--- src/rtl/bpdm_pkg.sv ---
// Package for the block power dB meter: widths, constants, item structs,
// controller state and the command/status bundles between ctrl and datapath.
// No dependencies.
`default_nettype none
package bpdm_pkg;

  localparam int SAMPLE_BITS   = 16;
  localparam int SUM_BITS      = 48;
  localparam int LOG_FRAC_BITS = 6;

  // squared sample pair sum and accumulator add widths
  localparam int P_W   = 2 * SAMPLE_BITS + 1;
  localparam int ACC_W = ((P_W > SUM_BITS) ? P_W : SUM_BITS) + 1;

  // log2: mantissa normalized with its leading one at bit MANT_POS
  localparam int MANT_POS = 30;
  localparam int MANT_W   = MANT_POS + 1;
  localparam int MSB_W    = $clog2(SUM_BITS);
  localparam int LG_W     = MSB_W + LOG_FRAC_BITS;
  localparam int FC_W     = (LOG_FRAC_BITS > 1) ? $clog2(LOG_FRAC_BITS) : 1;

  // 16 * 10 * log10(2) in Q16
  localparam int          K_W               = 22;
  localparam logic [K_W-1:0] DB16_PER_LOG2_Q16 = K_W'(3156528);
  localparam int          SCALE_SH          = 16 + LOG_FRAC_BITS;
  localparam int          PROD_W            = LG_W + K_W + 1;
  localparam int          DB_W              = PROD_W - SCALE_SH;
  localparam int          V_W               = ((DB_W > 13) ? DB_W : 13) + 2;

  localparam int LEVEL_MAX = 8191;
  localparam int LEVEL_MIN = -8192;

  // configuration register indexes
  localparam logic [0:0] CFG_CORRECTION  = 1'b0;
  localparam logic [0:0] CFG_BYTE_OFFSET = 1'b1;

  typedef struct packed {
    logic signed [15:0] i_sample;
    logic signed [15:0] q_sample;
    logic               block_end;
  } sample_t;

  typedef struct packed {
    logic signed [13:0] level_db16;
    logic [7:0]         level_byte;
  } reading_t;

  typedef enum logic [2:0] {
    ST_ACC,
    ST_NORM,
    ST_FRAC,
    ST_SCALE,
    ST_DONE
  } state_t;

  typedef struct packed {
    logic accept;
    logic norm_step;
    logic load_mant;
    logic frac_step;
    logic scale;
    logic finish;
  } cmd_t;

  typedef struct packed {
    logic norm_done;
    logic out_free;
  } status_t;

endpackage
`default_nettype wire

--- src/rtl/bpdm_ctrl.sv ---
// Controller for the block power dB meter: sequences accumulate, normalize,
// fraction squaring, scaling and result load. Uses bpdm_pkg.
`default_nettype none
module bpdm_ctrl (
  input  wire                 clk,
  input  wire                 rst,
  input  wire                 sample_valid,
  input  wire                 block_end,
  output logic                sample_stall,
  input  bpdm_pkg::status_t   sts,
  output bpdm_pkg::cmd_t      cmd
);

  bpdm_pkg::state_t          state, state_next;
  logic [bpdm_pkg::FC_W-1:0] frac_cnt, frac_cnt_next;

  always_ff @(posedge clk) begin
    if (rst) begin
      state    <= bpdm_pkg::ST_ACC;
      frac_cnt <= '0;
    end else begin
      state    <= state_next;
      frac_cnt <= frac_cnt_next;
    end
  end

  always_comb begin
    state_next    = state;
    frac_cnt_next = frac_cnt;
    cmd           = '0;
    sample_stall  = 1'b1;
    case (state)
      bpdm_pkg::ST_ACC: begin
        sample_stall = 1'b0;
        if (sample_valid) begin
          cmd.accept = 1'b1;
          if (block_end) state_next = bpdm_pkg::ST_NORM;
        end
      end
      bpdm_pkg::ST_NORM: begin
        if (sts.norm_done) begin
          cmd.load_mant = 1'b1;
          frac_cnt_next = '0;
          state_next    = bpdm_pkg::ST_FRAC;
        end else begin
          cmd.norm_step = 1'b1;
        end
      end
      bpdm_pkg::ST_FRAC: begin
        cmd.frac_step = 1'b1;
        frac_cnt_next = frac_cnt + 1'b1;
        if (frac_cnt == bpdm_pkg::FC_W'(bpdm_pkg::LOG_FRAC_BITS - 1))
          state_next = bpdm_pkg::ST_SCALE;
      end
      bpdm_pkg::ST_SCALE: begin
        cmd.scale  = 1'b1;
        state_next = bpdm_pkg::ST_DONE;
      end
      bpdm_pkg::ST_DONE: begin
        if (sts.out_free) begin
          cmd.finish = 1'b1;
          state_next = bpdm_pkg::ST_ACC;
        end
      end
      default: begin
        state_next = bpdm_pkg::ST_ACC;
      end
    endcase
  end

endmodule
`default_nettype wire

--- src/rtl/bpdm_datapath.sv ---
// Datapath for the block power dB meter: power accumulator, leading-one
// normalizer, squaring log2 unit, dB scaler and output register.
// Uses bpdm_pkg; driven by bpdm_ctrl.
`default_nettype none
module bpdm_datapath (
  input  wire                  clk,
  input  wire                  rst,
  input  bpdm_pkg::sample_t    sample,
  input  bpdm_pkg::cmd_t       cmd,
  output bpdm_pkg::status_t    sts,
  input  wire                  cfg_we,
  input  wire  [0:0]           cfg_index,
  input  wire  [12:0]          cfg_data,
  output logic                 reading_valid,
  input  wire                  reading_stall,
  output bpdm_pkg::reading_t   reading
);

  localparam int S = bpdm_pkg::SAMPLE_BITS;

  logic signed [12:0] correction_db16;
  logic [7:0]         byte_offset_db;

  // accumulator
  logic [bpdm_pkg::SUM_BITS-1:0] power_sum, sat_sum;
  logic signed [S-1:0]           iv, qv;
  logic signed [2*S-1:0]         isq, qsq;
  logic [bpdm_pkg::P_W-1:0]      p;
  logic [bpdm_pkg::ACC_W-1:0]    acc_sum;

  // log2 and scaling
  logic [bpdm_pkg::SUM_BITS-1:0] norm;
  logic [bpdm_pkg::MSB_W-1:0]    shcnt, msb;
  logic [bpdm_pkg::MANT_W-1:0]   x;
  logic [2*bpdm_pkg::MANT_W-1:0] sq;
  logic [bpdm_pkg::MANT_W:0]     t;
  logic [bpdm_pkg::LG_W-1:0]     lg;
  logic [bpdm_pkg::PROD_W-1:0]   prod;
  logic [bpdm_pkg::DB_W-1:0]     db;
  logic                          norm_zero;

  // final reading
  logic signed [bpdm_pkg::V_W-1:0] v;
  logic signed [13:0]              level;
  logic signed [14:0]              lvx, pos, negm;
  logic signed [10:0]              whole;
  logic signed [11:0]              b;
  logic [7:0]                      byte_val;

  always_ff @(posedge clk) begin
    if (rst) begin
      correction_db16 <= '0;
      byte_offset_db  <= '0;
    end else if (cfg_we) begin
      case (cfg_index)
        bpdm_pkg::CFG_CORRECTION:  correction_db16 <= cfg_data;
        bpdm_pkg::CFG_BYTE_OFFSET: byte_offset_db  <= cfg_data[7:0];
        default: ;
      endcase
    end
  end

  assign iv      = S'(sample.i_sample);
  assign qv      = S'(sample.q_sample);
  assign isq     = iv * iv;
  assign qsq     = qv * qv;
  assign p       = {1'b0, isq} + {1'b0, qsq};
  assign acc_sum = bpdm_pkg::ACC_W'(power_sum) + bpdm_pkg::ACC_W'(p);
  assign sat_sum = (acc_sum[bpdm_pkg::ACC_W-1:bpdm_pkg::SUM_BITS] != '0) ? '1
                 : acc_sum[bpdm_pkg::SUM_BITS-1:0];

  always_ff @(posedge clk) begin
    if (rst) begin
      power_sum <= '0;
    end else if (cmd.accept) begin
      power_sum <= sample.block_end ? '0 : sat_sum;
    end
  end

  // normalizer: shift left until the leading one reaches the top bit
  assign norm_zero     = (norm == '0);
  assign sts.norm_done = norm[bpdm_pkg::SUM_BITS-1] || norm_zero;
  assign msb           = bpdm_pkg::MSB_W'(bpdm_pkg::SUM_BITS - 1) - shcnt;

  always_ff @(posedge clk) begin
    if (cmd.accept && sample.block_end) begin
      norm  <= sat_sum;
      shcnt <= '0;
    end else if (cmd.norm_step) begin
      norm  <= norm << 1;
      shcnt <= shcnt + 1'b1;
    end
  end

  // one fraction bit per squaring of the mantissa
  assign sq = (2*bpdm_pkg::MANT_W)'(x) * (2*bpdm_pkg::MANT_W)'(x);
  assign t  = sq[bpdm_pkg::MANT_POS +: bpdm_pkg::MANT_W+1];

  always_ff @(posedge clk) begin
    if (cmd.load_mant) begin
      x  <= norm[bpdm_pkg::SUM_BITS-1 -: bpdm_pkg::MANT_W];
      lg <= bpdm_pkg::LG_W'(msb);
    end else if (cmd.frac_step) begin
      x  <= t[bpdm_pkg::MANT_W] ? t[bpdm_pkg::MANT_W:1] : t[bpdm_pkg::MANT_W-1:0];
      lg <= {lg[bpdm_pkg::LG_W-2:0], t[bpdm_pkg::MANT_W]};
    end
  end

  // lg * 16*10*log10(2), rounded half up
  assign prod = bpdm_pkg::PROD_W'(lg) * bpdm_pkg::PROD_W'(bpdm_pkg::DB16_PER_LOG2_Q16)
              + (bpdm_pkg::PROD_W'(1) << (bpdm_pkg::SCALE_SH - 1));

  always_ff @(posedge clk) begin
    if (cmd.scale) db <= bpdm_pkg::DB_W'(prod >> bpdm_pkg::SCALE_SH);
  end

  always_comb begin
    v = $signed(bpdm_pkg::V_W'(db)) + bpdm_pkg::V_W'(correction_db16);
    if (norm_zero)
      level = 14'(bpdm_pkg::LEVEL_MIN);
    else if (v > bpdm_pkg::V_W'(bpdm_pkg::LEVEL_MAX))
      level = 14'(bpdm_pkg::LEVEL_MAX);
    else if (v < bpdm_pkg::V_W'(bpdm_pkg::LEVEL_MIN))
      level = 14'(bpdm_pkg::LEVEL_MIN);
    else
      level = v[13:0];
    // whole dB, half away from zero
    lvx   = 15'(level);
    pos   = lvx + 15'sd8;
    negm  = 15'sd8 - lvx;
    whole = level[13] ? -(11'(negm >>> 4)) : 11'(pos >>> 4);
    b     = 12'(whole) + $signed({4'b0, byte_offset_db});
    if (b < 12'sd0)
      byte_val = 8'd0;
    else if (b > 12'sd255)
      byte_val = 8'd255;
    else
      byte_val = b[7:0];
  end

  assign sts.out_free = !reading_valid || !reading_stall;

  always_ff @(posedge clk) begin
    if (rst) begin
      reading_valid <= 1'b0;
    end else if (cmd.finish) begin
      reading_valid <= 1'b1;
    end else if (!reading_stall) begin
      reading_valid <= 1'b0;
    end
  end

  always_ff @(posedge clk) begin
    if (cmd.finish) begin
      reading.level_db16 <= level;
      reading.level_byte <= byte_val;
    end
  end

endmodule
`default_nettype wire

--- src/rtl/block_power_db_meter.sv ---
// Block power dB meter: I/Q power accumulator with a fixed-point 10*log10 reading.
// Top level; instantiates bpdm_ctrl and bpdm_datapath, uses bpdm_pkg.
//
// Usage:
//   sample channel (sample_valid/sample_stall/sample) carries one I/Q pair per item.
//   Items without block_end are summed into a saturating power accumulator at one
//   item per cycle. The item with block_end is summed, then the accumulator clears
//   and the reading is computed while sample_stall is high.
//   reading channel (reading_valid/reading_stall/reading) carries one item per block:
//   level_db16 in 1/16 dB plus correction, and the byte reading.
//   After the block_end item, the leading-one normalizer shifts the 48-bit sum left
//   one bit per cycle until its top bit is set (no shift for a zero sum), the log2
//   unit squares the mantissa once per fraction bit, the scaler registers the dB
//   value and the reading is loaded into the output register.
//   Input reopens in the same cycle as the reading shows valid.
//   A held reading waits in the output register; if it is still stalled when the
//   next block's reading is ready, that block holds in its last step.
//   Reset (rst, synchronous) clears the accumulator, the config registers to 0
//   and any pending reading. cfg_we writes cfg_data to register cfg_index
//   (0: correction_db16, 1: byte_offset_db); the user keeps to idle, not the block.
`default_nettype none
module block_power_db_meter (
  input  wire                 clk,
  input  wire                 rst,
  input  wire                 sample_valid,
  output logic                sample_stall,
  input  bpdm_pkg::sample_t   sample,
  output logic                reading_valid,
  input  wire                 reading_stall,
  output bpdm_pkg::reading_t  reading,
  input  wire                 cfg_we,
  input  wire  [0:0]          cfg_index,
  input  wire  [12:0]         cfg_data
);

  bpdm_pkg::cmd_t    cmd;
  bpdm_pkg::status_t sts;

  bpdm_ctrl u_ctrl (
    .clk          (clk),
    .rst          (rst),
    .sample_valid (sample_valid),
    .block_end    (sample.block_end),
    .sample_stall (sample_stall),
    .sts          (sts),
    .cmd          (cmd)
  );

  bpdm_datapath u_dp (
    .clk           (clk),
    .rst           (rst),
    .sample        (sample),
    .cmd           (cmd),
    .sts           (sts),
    .cfg_we        (cfg_we),
    .cfg_index     (cfg_index),
    .cfg_data      (cfg_data),
    .reading_valid (reading_valid),
    .reading_stall (reading_stall),
    .reading       (reading)
  );

endmodule
`default_nettype wire

--- config.mk ---
export PLATFORM = sky130hd
export DESIGN_NAME = block_power_db_meter
export DESIGN_NICKNAME = d
export VERILOG_FILES = /design/src/rtl/bpdm_pkg.sv /design/src/rtl/bpdm_ctrl.sv /design/src/rtl/bpdm_datapath.sv /design/src/rtl/block_power_db_meter.sv
export SDC_FILE = /design/constraint.sdc
export NUM_CORES = 2
export LEC_CHECK = 0
export BUFFER_PORTS_ARGS = -buffer_cell sky130_fd_sc_hd__buf_2
export CAP_MARGIN = 10
export CORE_UTILIZATION = 70
export DETAILED_ROUTE_END_ITERATION = 8
export GPL_TIMING_DRIVEN = 0
export PLACE_DENSITY = 0.87
export SYNTH_ARGS = -nofsm -noshare
export SYNTH_HDL_FRONTEND = slang
export SYNTH_SLANG_ARGS = --single-unit
--- constraint.sdc ---
create_clock -name clk -period 16.3 [get_ports clk]
set_clock_uncertainty 0.15 [all_clocks]
set_input_delay 0 -clock clk [delete_from_list [all_inputs] [get_ports clk]]
set_output_delay 0 -clock clk [all_outputs]
set_load 0.05 [all_outputs]
## Word-level counts from Yosys, hierarchy flattened

Cells that the tools add are included.

- $add $sub $neg: 11
- Multipliers: 4
- Div/mod/pow operators: 0
- Order comparisons: 4
- Equal/unequal tests: 11
- Shift-type cells: 0
- Multiplexer cells: 34
- Bitwise gates (word level): 1
- Reduce and logical (&&, ||, !) cells: 14

Operators with widths:

| operator | number |
|---|---|
| $mux 48 | 4 |
| $mux 31 | 3 |
| $mul 16x16->32 | 2 |
| $mul 31x31->62 | 1 |
| $add 48x33->49 | 1 |
| $logic_not 48->1 | 1 |
| $mux 14 | 3 |
| $add 34x22->35 const B | 1 |
| $add 32x32->33 | 1 |
| $mul 12x18->30 const B | 1 |
| $mux 3 | 6 |
| $add 14x13->15 | 1 |
| $add 14x5->15 const B | 1 |
| $gt 15x14->1 const B | 1 |
| $lt 15x14->1 const B | 1 |
| $pmux 3 s5 | 1 |
| $sub 5x14->15 const A | 1 |
| $add 11x9->12 | 1 |
| $gt 12x9->1 const B | 1 |
| $lt 12x1->1 const B | 1 |
| $mux 6 | 2 |
| $mux 1 | 11 |
| $mux 11 | 1 |
| $neg 11->11 | 1 |
| 19 further kinds | 31 |

- Register bits: 208
- Latch bits: 0
- Bits in writable memories: 0
- ROM bits: 0
- Bits of input ports: 52
- Output and inout bits: 24
- Logic and storage cells: 93
- Memories: 0

## Depth between registers and ports, before layout

- Word-level depth: 11
- Depth in mapped cells: 42
- Gate-level depth less buffers: 39

## By module

Synthesis repeated with hierarchy kept, for this count alone.

- Cell total of the unflattened synthesis: 6462
- Area total of the unflattened synthesis: 59856.2 um^2

Modules (own cells, without submodules):

| module | instances | cells each | area an instance (um^2) | seq. area each (um^2) |
|---|---|---|---|---|
| bpdm_datapath | 1 | 6419 | 59430.7 | 5245.0 |
| bpdm_ctrl | 1 | 43 | 425.4 | 120.1 |

## Worst setup path before layout

OpenSTA, ideal clock, no wires.

- Kind: input port to flip-flop
- Start point: in sample[18] (netlist bit)
- End point: reg u_dp.norm[20] (netlist bit), data pin
- Library setup time: 152 ps
- Arrival: 8757 ps
- Required time: 15998 ps
- Path slack: 7241 ps
- Stages on the path: 37
- Path buffers: 5
- Cells stage by stage: clkbuf_1 clkbuf_1 nand2_1 fa_1 fa_1 fa_1 inv_1 fa_1 fa_1 inv_1 fa_1 inv_1 ha_1 inv_1 nor2_1 a211oi_1 a31oi_1 a41o_1 o41a_1 a211oi_1 o21bai_1 xnor2_1 fa_1 inv_1 ha_1 nand3_1 nor2_1 nand2_1 o31a_1 a31oi_1 o221ai_1 a2111oi_0 buf_2 nand3_1 buf_2 buf_1 a31oi_1

- Cells in the longest elaborated chain, start to end: 5

Ends and longest elaborated chain:

| element | RTL line | text |
|---|---|---|
| from (decl) | block_power_db_meter.sv:27 | `input bpdm_pkg::sample_t sample,` |
| $mul 16x16->32 | bpdm_datapath.sv:65 | `assign isq = iv * iv;` |
| $add 32x32->33 | bpdm_datapath.sv:67 | `assign p = {1'b0, isq} + {1'b0, qsq};` |
| $add 48x33->49 | bpdm_datapath.sv:68 | `assign acc_sum = bpdm_pkg::ACC_W'(power_sum) + bpdm_pkg::ACC_W'(p);` |
| $mux 48 | bpdm_datapath.sv:69 | `assign sat_sum = (acc_sum[bpdm_pkg::ACC_W-1:bpdm_pkg::SUM_BITS] != '0) ? '1` |
| $mux 48 | bpdm_datapath.sv:86 | `if (cmd.accept && sample.block_end) begin` |
| to (signal assigned) | bpdm_datapath.sv:87 | `norm <= sat_sum;` |
| to (signal assigned) | bpdm_datapath.sv:90 | `norm <= norm << 1;` |
| to (decl) | bpdm_datapath.sv:32 | `logic [bpdm_pkg::SUM_BITS-1:0] norm;` |

No other way between the ends.
A chain may end at the register's enable or synchronous reset.

## Worst setup path in the final report

- Start point: reg u_dp.x[17] (netlist bit)
- End point: reg u_dp.x[0] (netlist bit), data pin

- Cells in the longest elaborated chain, start to end: 4

Ends and longest elaborated chain:

| element | RTL line | text |
|---|---|---|
| from (decl) | bpdm_datapath.sv:34 | `logic [bpdm_pkg::MANT_W-1:0] x;` |
| from (signal assigned) | bpdm_datapath.sv:101 | `x <= norm[bpdm_pkg::SUM_BITS-1 -: bpdm_pkg::MANT_W];` |
| from (signal assigned) | bpdm_datapath.sv:104 | `x <= t[bpdm_pkg::MANT_W] ? t[bpdm_pkg::MANT_W:1] : t[bpdm_pkg::MANT_W-1:0];` |
| $mul 31x31->62 | bpdm_datapath.sv:96 | `assign sq = (2*bpdm_pkg::MANT_W)'(x) * (2*bpdm_pkg::MANT_W)'(x);` |
| $mux 31 | bpdm_datapath.sv:104 |  |
| $mux 31 | bpdm_datapath.sv:103 | `end else if (cmd.frac_step) begin` |
| $mux 31 | bpdm_datapath.sv:100 | `if (cmd.load_mant) begin` |

No other way between the ends. The select of a mux whose other input is x is not followed.

==> flow_metrics.env <==
export IMPL_outcome="complete, no violations"
export IMPL_yosysTopAreaCellShare_pct=43.4
export IMPL_setup_violations_final=0
export IMPL_synth_cell_types=94
export IMPL_synth_area_top_cells="fa_1 (43%), ha_1 (12%), inv_1 (11%)"
export IMPL_synth_nets=8378
export IMPL_final_util_pct=74.4
export IMPL_synth_seq_cells=208
export IMPL_dieArea_um2=85900
export IMPL_fmax_mhz=78.7
export IMPL_slowest_delay_ns=0.77
export IMPL_synth_edf_count=120
export IMPL_hpwl_um=135000
export IMPL_rsz0062_at_grt="false"
export IMPL_hold_ws_ns=0.0602
export IMPL_drt_first_pass_iters=8
export IMPL_grt_pass1_vias=50407
export IMPL_via_count=45244
export IMPL_initial_core_util_pct=70.8
export IMPL_critical_path_slowest_cell="clkbuf_1"
export IMPL_fin_crit_sh_pct=77.9
export IMPL_drive_gt1_share_pct=2.78
export IMPL_async_reset_ff_share_pct=0
export IMPL_io_buffer_count=71
export IMPL_postCtsSetupBuffers=0
export IMPL_drc=0
export IMPL_synth_area_per_cell_um2=9.20
export IMPL_drtIter0Drc=3699
export IMPL_synth_area_leader_cell="fa_1"
export IMPL_clock_sinks=208
export IMPL_area_delta_synth_final_pct=5.15
export IMPL_row_count=106
export IMPL_synth_xor_xnor_area_share_pct=3.29
export IMPL_cp_arrival_ns=12.82
export IMPL_grt_overflow_total=0
export IMPL_die_h_um=293
export IMPL_worst_path_buf_inv=9
export IMPL_synth_top_family_by_area="adder cells"
export IMPL_antenna_found_initial=5
export IMPL_muxShareOfSynthArea_pct=0.567
export IMPL_ys_top_cells_by_count="inv_1 (1737), fa_1 (1286), nand2_1 (636), ha_1 (588), nor2_1 (321)"
export IMPL_die_x_um=293
export IMPL_cts_tree="done"
export IMPL_synthAdderAreaFrac_pct=55.9
export IMPL_syn_inst=6452
export IMPL_slew_viol_final=0
export IMPL_grt_max_degree=45
export IMPL_finalHoldViolCount=0
export IMPL_ys_seq_area_share_pct=9.04
export IMPL_gp_congestion=1.02
export IMPL_worstSetupStartpointType="flop"
export IMPL_cts_buffers=25
export IMPL_grt_pass1_wl_um=260000
export IMPL_core_um2=83800
export IMPL_clockBufferDepth=3
export IMPL_crit_type="reg2reg"
export IMPL_critPathRequiredTime_ns=16.42
export IMPL_yosys_area_share_simple_pct=11.8
export IMPL_cts_resized=0
export IMPL_relSlewSlack_pct=8.41
export IMPL_routedWlPerCell_um=20.8
export IMPL_grt_usage_pct=39.4
export IMPL_ant_nets=0
export IMPL_vias_per_cell=5.84
export IMPL_setup_tns_ns=0
export IMPL_cts_root_buf="clkbuf_16"
export IMPL_end_kind="flop"
export IMPL_crit_top_cell="fa_1"
export IMPL_yosysMostFrequentCell="inv_1"
export IMPL_synthFlopType="edfxtp_1"
export IMPL_maxCapViolations=0
export IMPL_clk_pin_slew_ns=0.06
export IMPL_period_minus_slack_ns=12.70
export IMPL_crit_family="adder cells"
export IMPL_yosysWarnings=0
export IMPL_fin_nets=8517
export IMPL_path_max_fanout=10
export IMPL_synth_compound_area_share_pct=7.00
export IMPL_min_path_type="in2reg"
export IMPL_htree_num_levels=1
export IMPL_synthesis_area_um2=59300
export IMPL_wl_um=162000
export IMPL_clock_latency_ns=0.53
export IMPL_pin_count=76
export IMPL_tightest_slew_ns=1.36
==> stage by stage <==
step           worst slack, ns  cells  cell area [µm²]
2_1_floorplan             7.24   6452            59300
3_5_place_dp              4.19   7660            61200
6_report                  3.60   7750            62400
3_3_place_gp              4.45   7657            61100
5_1_grt                   3.60   7746            62400
4_1_cts                   4.17   7742            62400
==> worst min-delay path, cell delays in order <==
cell and delay, ns:
buf_2 0.09, nor2_1 0.10, clkbuf_1 0.26, o21ai_0 0.15
a21oi_1 0.08
==> per-layer routing <==
layer / routed length (µm) / global-route usage (%) / part of all wire (%) / vias up
met4: 14300 / 29.3 / 8.8 / 4
met3: 13400 / 6.61 / 8.3 / 761
met1: 55200 / 45.0 / 34 / 22355
met5: 41 / 0 / 0.025 / -
met2: 78600 / 66.7 / 49 / 2367
li1: - / - / - / 19757
==> kinds of logic after synthesis <==
| kind of cell | count (synthesis) |
|---|---|
| AOI/OAI and AO/OA | 646 |
| xor gates and xnor gates | 223 |
| adders and majority gates | 1881 |
| buffers and inverters | 1951 |
| DFF | 208 |
| muxes | 33 |
| other | 1 |
| and+or+nand+nor | 1509 |
==> final timing paths <==
check / start / slack [ns] / cells after the start / to
max: u_dp.x[17] / 3.60 / 32 / u_dp.x[0]
min: sample[0] / 0.06 / 5 / u_dp.power_sum[1]
max reg2reg: u_dp.x[17] / 3.60 / 32 / u_dp.x[0]
min reg2reg: u_dp.power_sum[31] / 0.32 / 2 / u_dp.power_sum[31]
==> cells in the final DEF (no fill, tap or decap), types with 80 or more instances in the layout <==
master | Yosys | routed
dfxtp_1 | 88 | 88
a21oi_1 | 195 | 194
edfxtp_1 | 120 | 120
xnor2_1 | 139 | 139
fa_1 | 1286 | 1286
nor2_1 | 321 | 321
clkbuf_1 | 184 | 188
inv_1 | 1737 | 1737
buf_2 | 9 | 80
nand2_1 | 636 | 634
xor2_1 | 84 | 84
o21ai_0 | 127 | 127
ha_1 | 588 | 588
and2_1 | 247 | 247
==> layout make-up <==
cell class / instances / area (µm²)
multi-input combinational: 4293 / 46600
fill: 5773 / 21400
inverter: 1748 / 6560
sequential: 208 / 5370
tap: 1134 / 1420
timing repair buffer: 112 / 806
buffer: 203 / 788
clock buffer: 30 / 654
clock inverter: 15 / 151
antenna: 7 / 17.5
==> sequential cells by signal (all words and copies together) (netlist names) <==
signal,flops
u_ctrl.frac_cnt,3
u_ctrl.state,3
u_dp.byte_offset_db,8
u_dp.correction_db16,13
u_dp.db,13
u_dp.lg,12
u_dp.norm,48
u_dp.power_sum,48
u_dp.reading,22
u_dp.reading_valid,1
u_dp.shcnt,6
u_dp.x,31
==> repair_timing <==
action                                  CTS  global route
hold endpoints to repair                 49             0
hold buffers                             37             0
endpoints found under the setup margin    0             0
Power is left out: the tool's default activity adds up to more than one toggle a clock period on the data nets, which glitch-free logic cannot reach.
